$ cat config.mk
export PLATFORM = sky130hd
export DESIGN_NAME = text_tokenizer
export DESIGN_NICKNAME = d
export VERILOG_FILES = /design/src/sv/tt_pkg.sv /design/src/sv/text_tokenizer.sv /design/src/sv/tt_scanner.sv /design/src/sv/tt_fifo.sv /design/src/sv/tt_emitter.sv
export VERILOG_INCLUDE_DIRS = /design/src /design/src/sv
export SDC_FILE = /design/constraint.sdc
export NUM_CORES = 1
export LEC_CHECK = 0
export BUFFER_PORTS_ARGS = -buffer_cell sky130_fd_sc_hd__buf_4
export CORE_AREA = 4 4 179 181
export DETAILED_ROUTE_END_ITERATION = 7
export DIE_AREA = 0 0 183 185
export PLACE_DENSITY = 0.74
export SLEW_MARGIN = 20
export SYNTH_ARGS = -nofsm -noshare
export SYNTH_HDL_FRONTEND = slang
export SYNTH_SLANG_ARGS = --single-unit
$ cat constraint.sdc
create_clock -name clk -period 8 [get_ports clk]
set_clock_uncertainty 0.15 [all_clocks]
set_input_delay 1.6 -clock clk [delete_from_list [all_inputs] [get_ports clk]]
set_output_delay 1.6 -clock clk [all_outputs]
set_load 0.005 [all_outputs]
$ cat src/sv/assert_macros.svh
// Assertion helpers shared by the tokenizer RTL.
`ifndef ASSERT_MACROS_SVH
`define ASSERT_MACROS_SVH

`ifndef SYNTHESIS

// Check a property on every rising clock edge outside reset.
`define TT_ASSERT(label, clk, rst_n, prop) \
	label: assert property (@(posedge clk) disable iff (!(rst_n)) (prop)) \
		else $error("tokenizer assertion failed");

// Check that a condition never holds outside reset.
`define TT_ASSERT_NEVER(label, clk, rst_n, cond) \
	label: assert property (@(posedge clk) disable iff (!(rst_n)) !(cond)) \
		else $error("tokenizer forbidden condition seen");

`else

`define TT_ASSERT(label, clk, rst_n, prop)
`define TT_ASSERT_NEVER(label, clk, rst_n, cond)

`endif

`endif

$ cat src/sv/tt_pkg.sv
`default_nettype none

package tt_pkg;

	typedef enum logic [3:0] {
		KIND_END     = 4'd0,
		KIND_SEMI    = 4'd1,
		KIND_COLON   = 4'd2,
		KIND_STAR    = 4'd3,
		KIND_LPAREN  = 4'd4,
		KIND_RPAREN  = 4'd5,
		KIND_LBRACE  = 4'd6,
		KIND_RBRACE  = 4'd7,
		KIND_STRING  = 4'd8,
		KIND_IDENT   = 4'd9,
		KIND_UNKNOWN = 4'd10
	} kind_t;

	typedef struct packed {
		kind_t       kind;
		logic [15:0] start;
		logic [15:0] length;
		logic        last;
	} tok_t;

	// Tokens caused by one character: one, or two when a pending token closes and the character makes a token of its own.
	typedef struct packed {
		logic two;
		tok_t t0;
		tok_t t1;
	} pair_t;

	localparam int FIFO_DEPTH = 4;
	localparam int FIFO_AW    = 2;

	localparam logic [7:0] CH_NUL    = 8'h00;
	localparam logic [7:0] CH_SEMI   = 8'h3B;
	localparam logic [7:0] CH_COLON  = 8'h3A;
	localparam logic [7:0] CH_LPAREN = 8'h28;
	localparam logic [7:0] CH_RPAREN = 8'h29;
	localparam logic [7:0] CH_LBRACE = 8'h7B;
	localparam logic [7:0] CH_RBRACE = 8'h7D;
	localparam logic [7:0] CH_QUOTE  = 8'h22;
	localparam logic [7:0] CH_BSL    = 8'h5C;
	localparam logic [7:0] CH_UNDER  = 8'h5F;
	localparam logic [7:0] CH_SLASH  = 8'h2F;
	localparam logic [7:0] CH_STAR   = 8'h2A;

	function automatic logic is_letter(input logic [7:0] c);
		return (c >= 8'h61 && c <= 8'h7A) || (c >= 8'h41 && c <= 8'h5A);
	endfunction

	function automatic logic is_digit(input logic [7:0] c);
		return c >= 8'h30 && c <= 8'h39;
	endfunction

	function automatic logic is_eol(input logic [7:0] c);
		return c == 8'h0A || c == 8'h0D;
	endfunction

	function automatic logic is_space(input logic [7:0] c);
		return c == 8'h20 || c == 8'h09 || c == 8'h0B || c == 8'h0C || is_eol(c);
	endfunction

endpackage

`default_nettype wire

$ cat src/sv/text_tokenizer.sv
`default_nettype none

// Character tokenizer. Push one character per cycle (0 ends the text); pop
// tokens in order: kind, start offset, length and a flag on the final token
// that a character caused. Whitespace and // and /* */ comments are
// skipped, strings report the raw text between the quotes, identifiers are
// a letter then letters, digits or underscores, ; : * ( ) { } and the 0
// each have their own kind, and every other character is a one-character
// unknown token. The edge that takes a character writes its tokens into
// the queue; the output register loads them once its previous tokens are
// popped. The front scanner accepts one character every cycle while the
// token queue (four entries, each holding the one or two tokens of one
// character) has room, and the back end delivers one token per cycle while
// the receiver pops, so sustained throughput is one character per cycle
// unless characters produce more than one token on average.
// Positions are counted on POSITION_WIDTH bits and saturate; reported
// start and length also saturate at 65535.
module text_tokenizer #(
	parameter int POSITION_WIDTH = 16
) (
	input  wire logic          clk,
	input  wire logic          arst_n,
	input  wire logic          push,
	output logic               full,
	input  wire logic [7:0]    ch,
	output logic               empty,
	input  wire logic          pop,
	output logic [3:0]         token_kind,
	output logic [15:0]        token_start,
	output logic [15:0]        token_length,
	output logic               last_of_run
);

	logic            take;
	logic            q_wr, q_rd, q_empty;
	tt_pkg::pair_t   q_wdata, q_rdata;

	// Take a pushed character whenever the queue has a free entry.
	assign take = push & !full;

	tt_scanner #(
		.PW(POSITION_WIDTH)
	) u_scanner (
		.clk    (clk),
		.arst_n (arst_n),
		.take   (take),
		.ch     (ch),
		.pair   (q_wdata),
		.wr     (q_wr)
	);

	tt_fifo u_fifo (
		.clk    (clk),
		.arst_n (arst_n),
		.wr     (q_wr),
		.wdata  (q_wdata),
		.full   (full),
		.rd     (q_rd),
		.rdata  (q_rdata),
		.empty  (q_empty)
	);

	tt_emitter u_emitter (
		.clk          (clk),
		.arst_n       (arst_n),
		.fifo_empty   (q_empty),
		.fifo_data    (q_rdata),
		.fifo_rd      (q_rd),
		.pop          (pop),
		.empty        (empty),
		.token_kind   (token_kind),
		.token_start  (token_start),
		.token_length (token_length),
		.last_of_run  (last_of_run)
	);

endmodule

`default_nettype wire

$ cat src/sv/tt_scanner.sv
`default_nettype none

module tt_scanner #(
	parameter int PW = 16
) (
	input  wire logic          clk,
	input  wire logic          arst_n,
	input  wire logic          take,
	input  wire logic [7:0]    ch,
	output tt_pkg::pair_t      pair,
	output logic               wr
);

	typedef enum logic [7:0] {
		ST_NORMAL = 8'b0000_0001,
		ST_SLASH  = 8'b0000_0010,
		ST_LINE   = 8'b0000_0100,
		ST_BLOCK  = 8'b0000_1000,
		ST_BSTAR  = 8'b0001_0000,
		ST_STR    = 8'b0010_0000,
		ST_ESC    = 8'b0100_0000,
		ST_IDENT  = 8'b1000_0000
	} state_t;

	state_t          state_q, nstate;
	logic [PW-1:0]   pos_q, start_q, len_q;
	logic [PW-1:0]   nstart, nlen;
	logic            pre_emit, b_emit, run_b;
	tt_pkg::tok_t    pre_tok, b_tok;

	function automatic logic [PW-1:0] sat_inc(input logic [PW-1:0] v);
		return (v == {PW{1'b1}}) ? v : v + PW'(1);
	endfunction

	function automatic logic [15:0] clamp16(input logic [PW-1:0] v);
		logic [31:0] e;
		e = 32'(v);
		return (e > 32'h0000_FFFF) ? 16'hFFFF : e[15:0];
	endfunction

	function automatic tt_pkg::tok_t mk_tok(input tt_pkg::kind_t k,
			input logic [PW-1:0] s, input logic [PW-1:0] l);
		tt_pkg::tok_t t;
		t.kind   = k;
		t.start  = clamp16(s);
		t.length = clamp16(l);
		t.last   = 1'b0;
		return t;
	endfunction

	always_comb begin
		pre_emit = 1'b0;
		pre_tok  = '0;
		run_b    = 1'b0;
		nstate   = state_q;
		nstart   = start_q;
		nlen     = len_q;
		unique case (state_q)
			ST_SLASH: begin
				if (ch == tt_pkg::CH_SLASH) begin
					nstate = ST_LINE;
				end else if (ch == tt_pkg::CH_STAR) begin
					nstate = ST_BLOCK;
				end else begin
					pre_emit = 1'b1;
					pre_tok  = mk_tok(tt_pkg::KIND_UNKNOWN, start_q, PW'(1));
					run_b    = 1'b1;
				end
			end
			ST_LINE: begin
				if (ch == tt_pkg::CH_NUL || tt_pkg::is_eol(ch)) begin
					run_b = 1'b1;
				end
			end
			ST_BLOCK, ST_BSTAR: begin
				if (ch == tt_pkg::CH_NUL) begin
					run_b = 1'b1;
				end else if (state_q == ST_BSTAR && ch == tt_pkg::CH_SLASH) begin
					nstate = ST_NORMAL;
				end else begin
					nstate = (ch == tt_pkg::CH_STAR) ? ST_BSTAR : ST_BLOCK;
				end
			end
			ST_STR: begin
				if (ch == tt_pkg::CH_NUL || ch == tt_pkg::CH_QUOTE) begin
					pre_emit = 1'b1;
					pre_tok  = mk_tok(tt_pkg::KIND_STRING, start_q, len_q);
					nstate   = ST_NORMAL;
					run_b    = (ch == tt_pkg::CH_NUL);
				end else begin
					nlen = sat_inc(len_q);
					if (ch == tt_pkg::CH_BSL) begin
						nstate = ST_ESC;
					end
				end
			end
			ST_ESC: begin
				if (ch == tt_pkg::CH_NUL) begin
					pre_emit = 1'b1;
					pre_tok  = mk_tok(tt_pkg::KIND_STRING, start_q, len_q);
					run_b    = 1'b1;
				end else begin
					nlen   = sat_inc(len_q);
					nstate = ST_STR;
				end
			end
			ST_IDENT: begin
				if (tt_pkg::is_letter(ch) || tt_pkg::is_digit(ch) || ch == tt_pkg::CH_UNDER) begin
					nlen = sat_inc(len_q);
				end else begin
					pre_emit = 1'b1;
					pre_tok  = mk_tok(tt_pkg::KIND_IDENT, start_q, len_q);
					run_b    = 1'b1;
				end
			end
			default: begin
				run_b = 1'b1;
			end
		endcase

		// Between tokens: skip whitespace, start a pending token or emit a short one.
		b_emit = 1'b0;
		b_tok  = '0;
		if (run_b) begin
			nstate = ST_NORMAL;
			if (!tt_pkg::is_space(ch)) begin
				b_emit = 1'b1;
				unique case (ch)
					tt_pkg::CH_NUL:    b_tok = mk_tok(tt_pkg::KIND_END, pos_q, PW'(1));
					tt_pkg::CH_SEMI:   b_tok = mk_tok(tt_pkg::KIND_SEMI, pos_q, PW'(1));
					tt_pkg::CH_COLON:  b_tok = mk_tok(tt_pkg::KIND_COLON, pos_q, PW'(1));
					tt_pkg::CH_STAR:   b_tok = mk_tok(tt_pkg::KIND_STAR, pos_q, PW'(1));
					tt_pkg::CH_LPAREN: b_tok = mk_tok(tt_pkg::KIND_LPAREN, pos_q, PW'(1));
					tt_pkg::CH_RPAREN: b_tok = mk_tok(tt_pkg::KIND_RPAREN, pos_q, PW'(1));
					tt_pkg::CH_LBRACE: b_tok = mk_tok(tt_pkg::KIND_LBRACE, pos_q, PW'(1));
					tt_pkg::CH_RBRACE: b_tok = mk_tok(tt_pkg::KIND_RBRACE, pos_q, PW'(1));
					tt_pkg::CH_SLASH: begin
						b_emit = 1'b0;
						nstate = ST_SLASH;
						nstart = pos_q;
						nlen   = PW'(1);
					end
					tt_pkg::CH_QUOTE: begin
						b_emit = 1'b0;
						nstate = ST_STR;
						nstart = sat_inc(pos_q);
						nlen   = '0;
					end
					default: begin
						if (tt_pkg::is_letter(ch)) begin
							b_emit = 1'b0;
							nstate = ST_IDENT;
							nstart = pos_q;
							nlen   = PW'(1);
						end else begin
							b_tok = mk_tok(tt_pkg::KIND_UNKNOWN, pos_q, PW'(1));
						end
					end
				endcase
			end
		end

		pair.two     = pre_emit & b_emit;
		pair.t0      = pre_emit ? pre_tok : b_tok;
		pair.t0.last = !(pre_emit & b_emit);
		pair.t1      = b_tok;
		pair.t1.last = 1'b1;
		wr           = take & (pre_emit | b_emit);
	end

	always_ff @(posedge clk or negedge arst_n) begin
		if (!arst_n) begin
			state_q <= ST_NORMAL;
			pos_q   <= '0;
			start_q <= '0;
			len_q   <= '0;
		end else if (take) begin
			state_q <= nstate;
			start_q <= nstart;
			len_q   <= nlen;
			pos_q   <= (ch == tt_pkg::CH_NUL) ? '0 : sat_inc(pos_q);
		end
	end

endmodule

`default_nettype wire

$ cat src/sv/tt_fifo.sv
`default_nettype none

`include "assert_macros.svh"

module tt_fifo (
	input  wire logic            clk,
	input  wire logic            arst_n,
	input  wire logic            wr,
	input  wire tt_pkg::pair_t   wdata,
	output logic                 full,
	input  wire logic            rd,
	output tt_pkg::pair_t        rdata,
	output logic                 empty
);

	tt_pkg::pair_t                 mem_q [tt_pkg::FIFO_DEPTH];
	logic [tt_pkg::FIFO_AW-1:0]    wr_ptr_q, rd_ptr_q;
	logic [tt_pkg::FIFO_AW:0]      count_q;

	assign full  = (count_q == (tt_pkg::FIFO_AW + 1)'(tt_pkg::FIFO_DEPTH));
	assign empty = (count_q == '0);
	assign rdata = mem_q[rd_ptr_q];

	always_ff @(posedge clk) begin
		if (wr) begin
			mem_q[wr_ptr_q] <= wdata;
		end
	end

	always_ff @(posedge clk or negedge arst_n) begin
		if (!arst_n) begin
			wr_ptr_q <= '0;
			rd_ptr_q <= '0;
			count_q  <= '0;
		end else begin
			if (wr) begin
				wr_ptr_q <= wr_ptr_q + 1'b1;
			end
			if (rd) begin
				rd_ptr_q <= rd_ptr_q + 1'b1;
			end
			if (wr && !rd) begin
				count_q <= count_q + 1'b1;
			end else if (rd && !wr) begin
				count_q <= count_q - 1'b1;
			end
		end
	end

	`TT_ASSERT_NEVER(a_no_write_when_full, clk, arst_n, wr && full)
	`TT_ASSERT_NEVER(a_no_read_when_empty, clk, arst_n, rd && empty)
	`TT_ASSERT(a_count_grows, clk, arst_n, (wr && !rd) |=> (count_q == $past(count_q) + 1'b1))

endmodule

`default_nettype wire

$ cat src/sv/tt_emitter.sv
`default_nettype none

`include "assert_macros.svh"

module tt_emitter (
	input  wire logic            clk,
	input  wire logic            arst_n,
	input  wire logic            fifo_empty,
	input  wire tt_pkg::pair_t   fifo_data,
	output logic                 fifo_rd,
	input  wire logic            pop,
	output logic                 empty,
	output logic [3:0]           token_kind,
	output logic [15:0]          token_start,
	output logic [15:0]          token_length,
	output logic                 last_of_run
);

	logic            valid_q, idx_q;
	tt_pkg::pair_t   pair_q;
	tt_pkg::tok_t    cur;
	logic            fire, done, load;

	assign cur          = idx_q ? pair_q.t1 : pair_q.t0;
	assign empty        = !valid_q;
	assign token_kind   = cur.kind;
	assign token_start  = cur.start;
	assign token_length = cur.length;
	assign last_of_run  = cur.last;

	assign fire    = pop & valid_q;
	assign done    = fire & (idx_q | !pair_q.two);
	assign load    = !valid_q | done;
	assign fifo_rd = load & !fifo_empty;

	// Hold the pair while its tokens drain; refill as the last one leaves or while empty.
	always_ff @(posedge clk) begin
		if (fifo_rd) begin
			pair_q <= fifo_data;
		end
	end

	always_ff @(posedge clk or negedge arst_n) begin
		if (!arst_n) begin
			valid_q <= 1'b0;
			idx_q   <= 1'b0;
		end else if (load) begin
			valid_q <= !fifo_empty;
			idx_q   <= 1'b0;
		end else if (fire) begin
			idx_q <= 1'b1;
		end
	end

	`TT_ASSERT(a_second_only_in_pair, clk, arst_n, (valid_q && idx_q) |-> pair_q.two)
	`TT_ASSERT(a_stall_holds_token, clk, arst_n,
		(valid_q && !pop) |=> (valid_q && $stable(idx_q)))
	`TT_ASSERT(a_last_on_second, clk, arst_n, (valid_q && idx_q) |-> last_of_run)

endmodule

`default_nettype wire

==> metrics.md, run 1 <==
| Metric | Value |
|---|---|
| Filler cell count | `2,326` |
| Setup Crit Path Kind | `in -> reg` |
| Hold Slack | `0.328 ns` |
| CTS Sinks | `360` |
| Inserted Clock Buffers | `35` |
| Hpwl dp | `20,300 um` |
| CP Launch Type | `primary input` |
| Area grow syn2layout | `12.5%` |
| Sequential element share of the synthesized area | `0.679` |
| Fin. max-slew vios | `0` |
| Leakage | `5.95 nW` |
| CP Cell Sequence | `buf_4, nor4_1, nand2_1, o31ai_1, a211oi_2, nor2_2, o21a_2, and2_2, buf_4` |
| Post-synth top flop | `edfxtp_1` |
| Initial antenna violation count | `0` |
| PortBufs | `50` |
| Initial drt markers | `861` |
| Post CTS Setup Buffer Count | `0` |
| Post-Syn Instances | `978` |
| Worst path arrival time | `5.77 ns` |
| Status | `completed` |
| Fmax | `174 MHz` |
| Worst EP required | `8.03 ns` |
| Row Count | `64` |
| Drt wl/cell | `21.5 um` |
| Avg Cell Area, Syn | `15.8 sq um` |
| Post-synthesis cell area | `0.0154 sq mm` |
| All-layer global routing usage | `0.187` |
| Max Cap Viol | `0` |
| Synth unique cells | `77` |
| Worst skew pair latency | `0.52 ns` |
| Async S/R FF share, synth | `0.181` |
| DRC | `0` |
| Initial Util | `0.507` |
| # resized after CTS | `0` |
| DR vias | `8,675` |
| Drt via density | `5.97` |
| Critical Path Slowest Stage Cell | `and2_2` |
| Clock Path Buffers | `3` |
| Hold buffer count at CTS | `0` |
| Core footprint | `0.0304 sq mm` |
| Fin worst setup slack | `2.25 ns` |
| Antenna Cells | `0` |
| Clock Pin Slew Worst Setup and Hold Paths | `0.06 ns` |
| WL final | `31,300 um` |
| Power Density | `351 mW/mm^2` |
| Nets | `1,050` |
| Hold Vio Cnt, Final | `0` |
| Max IR drop VDD | `180 uV` |
| CTS HTree Levels | `2` |
| Relative slew slack | `0.381` |
| Pre-CTS setup slack | `1.76 ns` |
| RSZ-0062 raised after global routing | `no` |
| Worst slew pin tran | `0.922 ns` |
| Global-route wire length before repair | `49,400 um` |
| Synthesized flop and latch total | `360` |
| Largest net degree at the start of global routing | `66` |
| GPL Wtd Cong | `0.928` |
| I/O pins | `51` |
| Share of cells above drive strength 1 | `0.241` |
| Critical Path Fanout Max | `32` |
| Die area | `0.0339 sq mm` |
| DRT Pass-1 Iters | `5` |
| Endpoint class of the critical path | `register` |
| Die width | `183 um` |
| Post-synth net total | `998` |
| Setup Total Neg Slack | `0 ns` |
| Number of global-route vias before repair | `8,374` |
| Die Height | `185 um` |
| Crit path top cell by count | `buf_4` |
| Final Cycle Share | `0.718` |
| Setup-failing EPs final | `0` |
| CTS tree | `done` |
| Final min period | `5.75 ns` |
| Hold Path Class | `reg -> reg` |
| Antenna viol nets, final | `0` |
| Crit path largest cell delay | `0.70 ns` |
| Root Driver | `clkbuf_16` |
| Number of synthesized flops with an enable pin | `295` |
| Grt ovf | `0` |
| Yosys warns | `0` |
| Total Power | `0.00610 W` |
[metal layers]
metal,track usage,vias to the layer above,share of wire
met5,0,-,0
met4,0.0441,0,0.018
met3,0.0389,47,0.070
met2,0.284,352,0.46
met1,0.281,4333,0.45
li1,-,3943,-
[worst max-delay path, delay by kind of cell]
family | cells | cell delay [ns]
simple gates | 4 | 2.53
buf+inv | 2 | 0.61
compound gates | 3 | 0.99
[cell usage after synthesis (9+ instances only)]
library cell / number / area [sq um]
nand2b_1: 13 / 81.3
nor2_1: 40 / 150
inv_1: 16 / 60.1
mux2_2: 46 / 518
dfrtp_1: 64 / 1600
nor3_1: 19 / 95.1
nand2_1: 58 / 218
nor4_1: 11 / 68.8
xor2_1: 10 / 87.6
o21ai_0: 39 / 195
xnor2_1: 13 / 114
a21oi_1: 23 / 115
mux4_2: 59 / 1330
and2_1: 17 / 106
clkbuf_1: 33 / 124
a31oi_1: 12 / 75.1
nand3_1: 26 / 130
nor2b_1: 30 / 188
edfxtp_1: 295 / 8860
a21o_1: 9 / 67.6
[cell type report]
cell class	count	area [sq um]	share of cell area
repair buffers	66	495	0.0285
clock buffers	44	941	0.0542
well taps	396	495	0.0285
clock inverters	19	214	0.0123
multi-input cells	550	4670	0.269
flip-flops and latches	360	10500	0.604
inverters	17	63.8	0.00367
[cells in the final DEF, fill, tap and decap left out, types with 10 or more instances in the layout]
cell type	synthesis	final
edfxtp_1	295	295
nand3_1	26	26
nor2b_1	30	30
xor2_1	10	10
clkbuf_16	0	36
a31oi_1	12	12
nand2b_1	13	13
mux2_2	46	46
nor3_1	19	19
mux4_2	59	59
nand2_1	58	58
a21oi_1	23	23
dfrtp_1	64	61
inv_1	16	16
nor4_1	11	11
xnor2_1	13	13
buf_4	0	66
o21ai_0	39	39
nor2_1	40	40
and2_1	17	13
[report_power, final]
part	internal (W)	switching, W	total, W
combinational	0.000738	0.000778	0.00152
clock	0.000970	0.000670	0.00164
sequential	0.00267	0.000273	0.00294
total	0.00438	0.00172	0.00610
[final timing paths]
check	cells after the start	slack (ns)	start	to
max	9	2.25	ch[4]	u_fifo.mem_q[0][66]
min	2	0.33	u_scanner.start_q[8]	u_scanner.start_q[8]
max reg2reg	8	3.50	u_scanner.state_q[3]	u_fifo.mem_q[0][66]
min reg2reg	2	0.33	u_scanner.start_q[8]	u_scanner.start_q[8]
max in group asynchronous	1	5.98	arst_n	u_fifo.rd_ptr_q[0]
min in group asynchronous	1	1.03	arst_n	u_emitter.idx_q
[stage by stage]
step | area (sq um) | instances | util
6_report | 17400 | 1452 | 0.571
4_1_cts | 17400 | 1452 | 0.571
3_5_place_dp | 16200 | 1389 | 0.533
2_1_floorplan | 15400 | 978 | -
3_3_place_gp | 16200 | 1389 | 0.533
5_1_grt | 17400 | 1452 | 0.571
[cell families (layout without fill, tap and decap cells)]
kind of cell,Yosys count,in the layout,share of synthesized area
buffers and inverters,68,146,0.0186
AND/OR/NAND/NOR,270,270,0.0961
multiplexers,110,110,0.123
adder cells (fa/ha/maj),8,8,0.00697
AO/OA/AOI/OAI,139,139,0.0628
flip-flops,360,360,0.679
XOR/XNOR,23,23,0.0130
[sequential cells by signal, summed over array words and instances, names as in the netlist]
| signal | flops |
|---|---|
| u_emitter.idx_q | 1 |
| u_emitter.pair_q | 59 |
| u_emitter.valid_q | 1 |
| u_fifo.count_q | 3 |
| u_fifo.mem_q | 236 |
| u_fifo.rd_ptr_q | 2 |
| u_fifo.wr_ptr_q | 2 |
| u_scanner.len_q | 16 |
| u_scanner.pos_q | 16 |
| u_scanner.start_q | 16 |
| u_scanner.state_q | 8 |
(Power assumes the default switching activity.)
==> run 2, diff against run 1 <==
--- a/config.mk
+++ b/config.mk
@@ -10,7 +10,7 @@
 export CORE_AREA = 4 4 179 181
 export DETAILED_ROUTE_END_ITERATION = 7
 export DIE_AREA = 0 0 183 185
-export PLACE_DENSITY = 0.74
+export PLACE_DENSITY = 0.77
 export SLEW_MARGIN = 20
 export SYNTH_ARGS = -nofsm -noshare
 export SYNTH_HDL_FRONTEND = slang
==> constraint.sdc (replaced) <==
create_clock -name clk -period 4.65 [get_ports clk]
set_clock_uncertainty 0.15 [all_clocks]
set_input_delay 0.93 -clock clk [delete_from_list [all_inputs] [get_ports clk]]
set_output_delay 0.93 -clock clk [all_outputs]
set_load 0.005 [all_outputs]
==> metrics.md, run 2 (synthesized netlist as in run 1, its figures left out) <==
| Metric | Value |
|---|---|
| RSZ-0062 raised after global routing | `no (unchanged)` |
| Fmax | `256 MHz` |
| Critical path's top delay family | `simple AND/OR/NAND/NOR gates (unchanged)` |
| Final Cycle Share | `0.839` |
| Row Count | `64 (unchanged)` |
| Crit path top cell by count | `buf_4 (unchanged)` |
| Fin. max-slew vios | `0 (unchanged)` |
| CTS Sinks | `360 (unchanged)` |
| Clock Pin Slew Worst Setup and Hold Paths | `0.06 ns (about the same)` |
| All-layer global routing usage | `0.184 (was 0.187)` |
| Final min period | `3.90 ns` |
| Root Driver | `clkbuf_16 (unchanged)` |
| Largest net degree at the start of global routing | `66 (unchanged)` |
| Most frequent cells in the layout | `edfxtp_1 (295), buf_4 (68), dfrtp_1 (61), mux4_2 (59), nand2_1 (58) (was edfxtp_1 (295), buf_4 (66), dfrtp_1 (61), mux4_2 (59), nand2_1 (58))` |
| Inserted Clock Buffers | `36 (was 35)` |
| Die width | `183 um (unchanged)` |
| Crit path largest cell delay | `0.70 ns (about the same)` |
| Critical Path Slowest Stage Cell | `nor4_1 (was and2_2)` |
| Worst skew pair latency | `0.52 ns (about the same)` |
| Clock Path Buffers | `3 (unchanged)` |
| Most common cell after layout, fill and taps aside | `edfxtp_1 (unchanged)` |
| Die area | `0.0339 sq mm (unchanged)` |
| Status | `completed (unchanged)` |
| Endpoint class of the critical path | `register (unchanged)` |
| Share of cells above drive strength 1 | `0.245 (was 0.241)` |
| Grt ovf | `0 (unchanged)` |
| Area grow syn2layout | `13.2% (was 12.5%)` |
| Relative slew slack | `0.381 (about the same)` |
| Antenna viol nets, final | `0 (unchanged)` |
| CTS HTree Levels | `2 (unchanged)` |
| Hold Vio Cnt, Final | `0 (unchanged)` |
| Leakage | `6.00 nW (was 5.95 nW)` |
| Initial Util | `0.507 (unchanged)` |
| Global-route wire length before repair | `49,400 um (about the same)` |
| Drt wl/cell | `21.1 um (was 21.5 um)` |
| Antenna Cells | `0 (unchanged)` |
| Hold buffer count at CTS | `0 (unchanged)` |
| CP Launch Type | `primary input (unchanged)` |
| PortBufs | `50 (unchanged)` |
| Setup-failing EPs final | `0 (unchanged)` |
| Max reg flops | `236 (unchanged)` |
| WL final | `30,800 um (was 31,300 um)` |
| CP Cell Sequence | `buf_4, nor3_1, a221oi_4, nor4_1, a211oi_2, nor2_2, o21a_2, and2_2, buf_4 (was buf_4, nor4_1, nand2_1, o31ai_1, a211oi_2, nor2_2, o21a_2, and2_2, buf_4)` |
| Critical Path Fanout Max | `23 (was 32)` |
| Initial drt markers | `825 (was 861)` |
| # resized after CTS | `0 (unchanged)` |
| Power Density | `605 mW/mm^2 (was 351 mW/mm^2)` |
| CP bufs+invs | `2 (unchanged)` |
| Pre-CTS setup slack | `0.255 ns (was 1.76 ns)` |
| Hpwl dp | `19,200 um (was 20,300 um)` |
| DRC | `0 (unchanged)` |
| Post CTS Setup Buffer Count | `0 (unchanged)` |
| Hold Path Class | `reg -> reg (unchanged)` |
| Fin worst setup slack | `0.747 ns (was 2.25 ns)` |
| Drt via density | `6.00 (was 5.97)` |
| Top flop regs | `u_fifo.mem_q (236), u_emitter.pair_q (59) (unchanged)` |
| Setup Total Neg Slack | `0 ns (unchanged)` |
| Max Cap Viol | `0 (unchanged)` |
| Most flops, register | `u_fifo.mem_q (unchanged)` |
| Initial antenna violation count | `0 (unchanged)` |
| Setup Crit Path Kind | `in -> reg (unchanged)` |
| DR vias | `8,753 (was 8,675)` |
| DRT Pass-1 Iters | `6 (was 5)` |
| Worst slew pin tran | `0.928 ns (was 0.922 ns)` |
| CTS tree | `done (unchanged)` |
| Final Non-Filler Cells | `1,460 (was 1,452)` |
| Post-layout util | `0.574 (was 0.571)` |
| Max IR drop VDD | `309 uV (was 180 uV)` |
| Nets | `1,056 (was 1,050)` |
| Cell Count Post-Placement | `1,394 (was 1,389)` |
| I/O pins | `51 (unchanged)` |
| Worst EP required | `4.71 ns (was 8.03 ns)` |
| Core footprint | `0.0304 sq mm (unchanged)` |
| Worst path arrival time | `3.96 ns (was 5.77 ns)` |
| Number of global-route vias before repair | `8,698 (was 8,374)` |
| Die Height | `185 um (unchanged)` |
| GPL Wtd Cong | `0.857 (was 0.928)` |
run 2: cell count changes in the layout (fill, tap and decap cells not counted), sizes merged:
cell / change
buf: +5
bufinv: -1
clkbuf: +10
clkinv: -6
clkinvlp: -1
inv: +1
run 2: path summary, 6_finish.rpt:
check                                          start                   end  slack [ns]  depth (start not counted)
min in group asynchronous                     arst_n    u_fifo.rd_ptr_q[1]        0.38                          1
max in group asynchronous                     arst_n    u_fifo.rd_ptr_q[0]        3.30                          1
worst max register to register  u_scanner.state_q[3]   u_fifo.mem_q[2][22]        0.93                          8
worst min-delay path            u_scanner.start_q[8]  u_scanner.start_q[8]        0.32                          2
worst min register to register  u_scanner.start_q[8]  u_scanner.start_q[8]        0.32                          2
worst max-delay path                           ch[1]   u_fifo.mem_q[2][22]        0.75                          9
run 2: worst min-delay path, delay by kind of cell (launching register included):
family           cells  cell delay (ns)
DFF                  1             0.35
and+or+nand+nor      2             0.10
run 2: where the power goes:
group / internal, W / leakage, nW / switching [W]
registers: 0.00460 / 3.51 / 0.000496
logic: 0.00130 / 1.91 / 0.00131
clock network: 0.00171 / 0.575 / 0.00115
run 2: stage by stage:
step / hold WS (ns) / total power [W] / cell area (sq um)
final: 0.325 / 0.0106 / 17500
after global routing: 0.351 / 0.0111 / 17500
after CTS: 0.321 / 0.0107 / 17500
after detailed placement: 0.308 / 0.00780 / 16300
after global placement: 0.305 / 0.00770 / 16300
after floorplan: 0.285 / 0.00673 / 15400
run 2: area by class of cell:
type,count,area [sq um]
Fill cell,2271,13000
Sequential cell,360,10500
Multi-Input combinational cell,550,4670
Clock buffer,54,1030
Timing Repair Buffer,71,571
Tap cell,396,495
Clock inverter,12,146
Inverter,17,63.8
run 2: metal layers:
layer	up-vias	part of all wire	track usage
met5	-	0	0
met4	0	0.016	0.0429
met3	48	0.070	0.0318
met2	332	0.48	0.295
met1	4413	0.43	0.270
li1	3960	-	-
==> run 3, diff against run 2 <==
--- a/config.mk
+++ b/config.mk
@@ -10,7 +10,7 @@
 export CORE_AREA = 4 4 179 181
 export DETAILED_ROUTE_END_ITERATION = 7
 export DIE_AREA = 0 0 183 185
-export PLACE_DENSITY = 0.77
+export PLACE_DENSITY = 0.74
 export SLEW_MARGIN = 20
 export SYNTH_ARGS = -nofsm -noshare
 export SYNTH_HDL_FRONTEND = slang
==> constraint.sdc (replaced) <==
create_clock -name clk -period 3.7 [get_ports clk]
set_clock_uncertainty 0.15 [all_clocks]
set_input_delay 0.74 -clock clk [delete_from_list [all_inputs] [get_ports clk]]
set_output_delay 0.74 -clock clk [all_outputs]
set_load 0.005 [all_outputs]
==> metrics.md, run 3 (synthesized netlist as in run 1, its figures left out) <==
| Metric | Value |
|---|---|
| Worst path arrival time | `3.59 ns (was 3.96 ns)` |
| CP bufs+invs | `1 (was 2)` |
| Die width | `183 um (unchanged)` |
| Most flops, register | `u_fifo.mem_q (unchanged)` |
| Initial Util | `0.507 (unchanged)` |
| FF-to-FF End | `u_fifo.count_q[1] (was u_fifo.mem_q[2][22])` |
| Most common cell after layout, fill and taps aside | `edfxtp_1 (unchanged)` |
| Critical path's top delay family | `simple AND/OR/NAND/NOR gates (unchanged)` |
| WL final | `29,900 um (was 30,800 um)` |
| GPL Wtd Cong | `0.839 (was 0.857)` |
| Hold Vio Cnt, Final | `0 (unchanged)` |
| Endpoint class of the critical path | `register (unchanged)` |
| Max reg flops | `236 (unchanged)` |
| Final Cycle Share | `0.903` |
| Relative slew slack | `0.402 (was 0.381)` |
| Critical Path Slowest Stage Cell | `or4_4 (was nor4_1)` |
| Initial drt markers | `777 (was 825)` |
| CP Cell Sequence | `or4_4, nor3_2, o32ai_1, a211oi_2, nor2_2, o21a_2, ha_1, inv_1, fa_1, mux2_2 (was buf_4, nor3_1, a221oi_4, nor4_1, a211oi_2, nor2_2, o21a_2, and2_2, buf_4)` |
| Core footprint | `0.0304 sq mm (unchanged)` |
| Global-route wire length before repair | `49,200 um (was 49,400 um)` |
| Setup Total Neg Slack | `0 ns (unchanged)` |
| DRT Pass-1 Iters | `5 (was 6)` |
| Root Driver | `clkbuf_16 (unchanged)` |
| Row Count | `64 (unchanged)` |
| Top flop regs | `u_fifo.mem_q (236), u_emitter.pair_q (59) (unchanged)` |
| Worst EP required | `3.95 ns (was 4.71 ns)` |
| Number of global-route vias before repair | `8,890 (was 8,698)` |
| Clock Path Buffers | `3 (unchanged)` |
| Drt wl/cell | `20.2 um (was 21.1 um)` |
| Drt via density | `5.89 (was 6.00)` |
| Clock Pin Slew Worst Setup and Hold Paths | `0.07 ns (was 0.06 ns)` |
| Max Cap Viol | `0 (unchanged)` |
| Worst skew pair latency | `0.51 ns (was 0.52 ns)` |
| I/O pins | `51 (unchanged)` |
| Fmax | `299 MHz` |
| Total Power | `0.0133 W (was 0.0106 W)` |
| Critical Path Fanout Max | `8 (was 23)` |
| Crit path largest cell delay | `0.62 ns (was 0.70 ns)` |
| Hold Path Class | `in -> async (was reg -> reg)` |
| CTS HTree Levels | `2 (unchanged)` |
| Area grow syn2layout | `14.6% (was 13.2%)` |
| Hold buffer count at CTS | `0 (unchanged)` |
| Initial antenna violation count | `0 (unchanged)` |
| PortBufs | `50 (unchanged)` |
| Worst slew pin tran | `0.897 ns (was 0.928 ns)` |
| CP Launch Type | `register (was primary input)` |
| DR vias | `8,728 (was 8,753)` |
| CTS Sinks | `360 (unchanged)` |
| Die Height | `185 um (unchanged)` |
| Critical R2R Launch | `u_scanner.state_q[1] (was u_scanner.state_q[3])` |
| Flop-to-flop setup slack | `0.36 ns (was 0.93 ns)` |
| FF-to-FF path depth | `10 (was 8)` |
| DRC | `0 (unchanged)` |
| Hpwl dp | `19,100 um (was 19,200 um)` |
| Fin. max-slew vios | `0 (unchanged)` |
| Post CTS Setup Buffer Count | `0 (unchanged)` |
| Final min period | `3.34 ns` |
| Inserted Clock Buffers | `35 (was 36)` |
| # resized after CTS | `0 (unchanged)` |
| RSZ-0062 raised after global routing | `no (unchanged)` |
| Setup-failing EPs final | `0 (unchanged)` |
| CTS tree | `done (unchanged)` |
| Most frequent cells in the layout | `edfxtp_1 (295), buf_4 (92), dfrtp_1 (61), mux4_2 (59), nand2_1 (58) (was edfxtp_1 (295), buf_4 (68), dfrtp_1 (61), mux4_2 (59), nand2_1 (58))` |
| Antenna viol nets, final | `0 (unchanged)` |
| Power Density | `753 mW/mm^2 (was 605 mW/mm^2)` |
| Setup Crit Path Kind | `reg -> reg (was in -> reg)` |
| Leakage | `6.14 nW (was 6.00 nW)` |
| Status | `completed (unchanged)` |
| All-layer global routing usage | `0.183 (was 0.184)` |
| Grt ovf | `0 (unchanged)` |
| Nets | `1,080 (was 1,056)` |
| Antenna Cells | `0 (unchanged)` |
| Share of cells above drive strength 1 | `0.267 (was 0.245)` |
| Max IR drop VDD | `348 uV (was 309 uV)` |
| Largest net degree at the start of global routing | `66 (unchanged)` |
| Die area | `0.0339 sq mm (unchanged)` |
| Filler cell count | `2,288 (was 2,271)` |
run 3: metal layers:
metal  routed length, um  track usage  share of wire
met5                   0            0              0
met4                 439       0.0444          0.015
met3                1500       0.0281          0.050
met2               14700        0.293           0.49
met1               13300        0.269           0.45
run 3: how the worst max path moves through the flow:
stage | from | to | slack, ns | depth (start not counted)
after floorplan | ch[4] | u_fifo.mem_q[0][0] | -0.005 | 8
after global placement | ch[7] | u_fifo.count_q[1] | 0.1 | 11
after detailed placement | ch[7] | u_fifo.count_q[1] | 0.03 | 11
after CTS | u_scanner.state_q[1] | u_fifo.count_q[1] | 0.37 | 10
after global routing | u_scanner.state_q[1] | u_fifo.count_q[1] | 0.25 | 10
final | u_scanner.state_q[1] | u_fifo.count_q[1] | 0.36 | 10
run 3: worst register-to-register path, cell delays in order, from the launching register on:
cell	delay, ns
dfrtp_1	0.47
or4_4	0.62
nor3_2	0.31
o32ai_1	0.17
a211oi_2	0.25
nor2_2	0.06
o21a_2	0.23
ha_1	0.22
inv_1	0.08
fa_1	0.42
mux2_2	0.27
run 3: power by group:
part | total [W] | internal [W] | switching [W] | leakage (nW)
registers | 0.00632 | 0.00577 | 0.000550 | 3.51
clock network | 0.00364 | 0.00221 | 0.00144 | 0.585
logic | 0.00336 | 0.00169 | 0.00168 | 2.05
run 3: metrics by stage:
| stage | std cells | setup slack [ns] | instance area (sq um) | hold slack (ns) | utilization |
|---|---|---|---|---|---|
| finish | 1483 | 0.361 | 17700 | 0.191 | 0.582 |
| global route | 1483 | 0.249 | 17700 | 0.248 | 0.582 |
| CTS | 1483 | 0.369 | 17700 | 0.212 | 0.582 |
| detailed placement | 1419 | 0.0346 | 16500 | 0.303 | 0.542 |
| global placement | 1419 | 0.0967 | 16500 | 0.298 | 0.542 |
| floorplan | 978 | -0.00501 | 15400 | 0.285 | - |
run 3: cell type report:
type	count	area [sq um]	area share
tap	396	495	0.0280
sequential	360	10500	0.593
timing repair buffer	96	771	0.0436
clock inverter	17	224	0.0127
multi-input combinational	550	4680	0.264
clock buffer	47	972	0.0549
inverter	17	63.8	0.00361
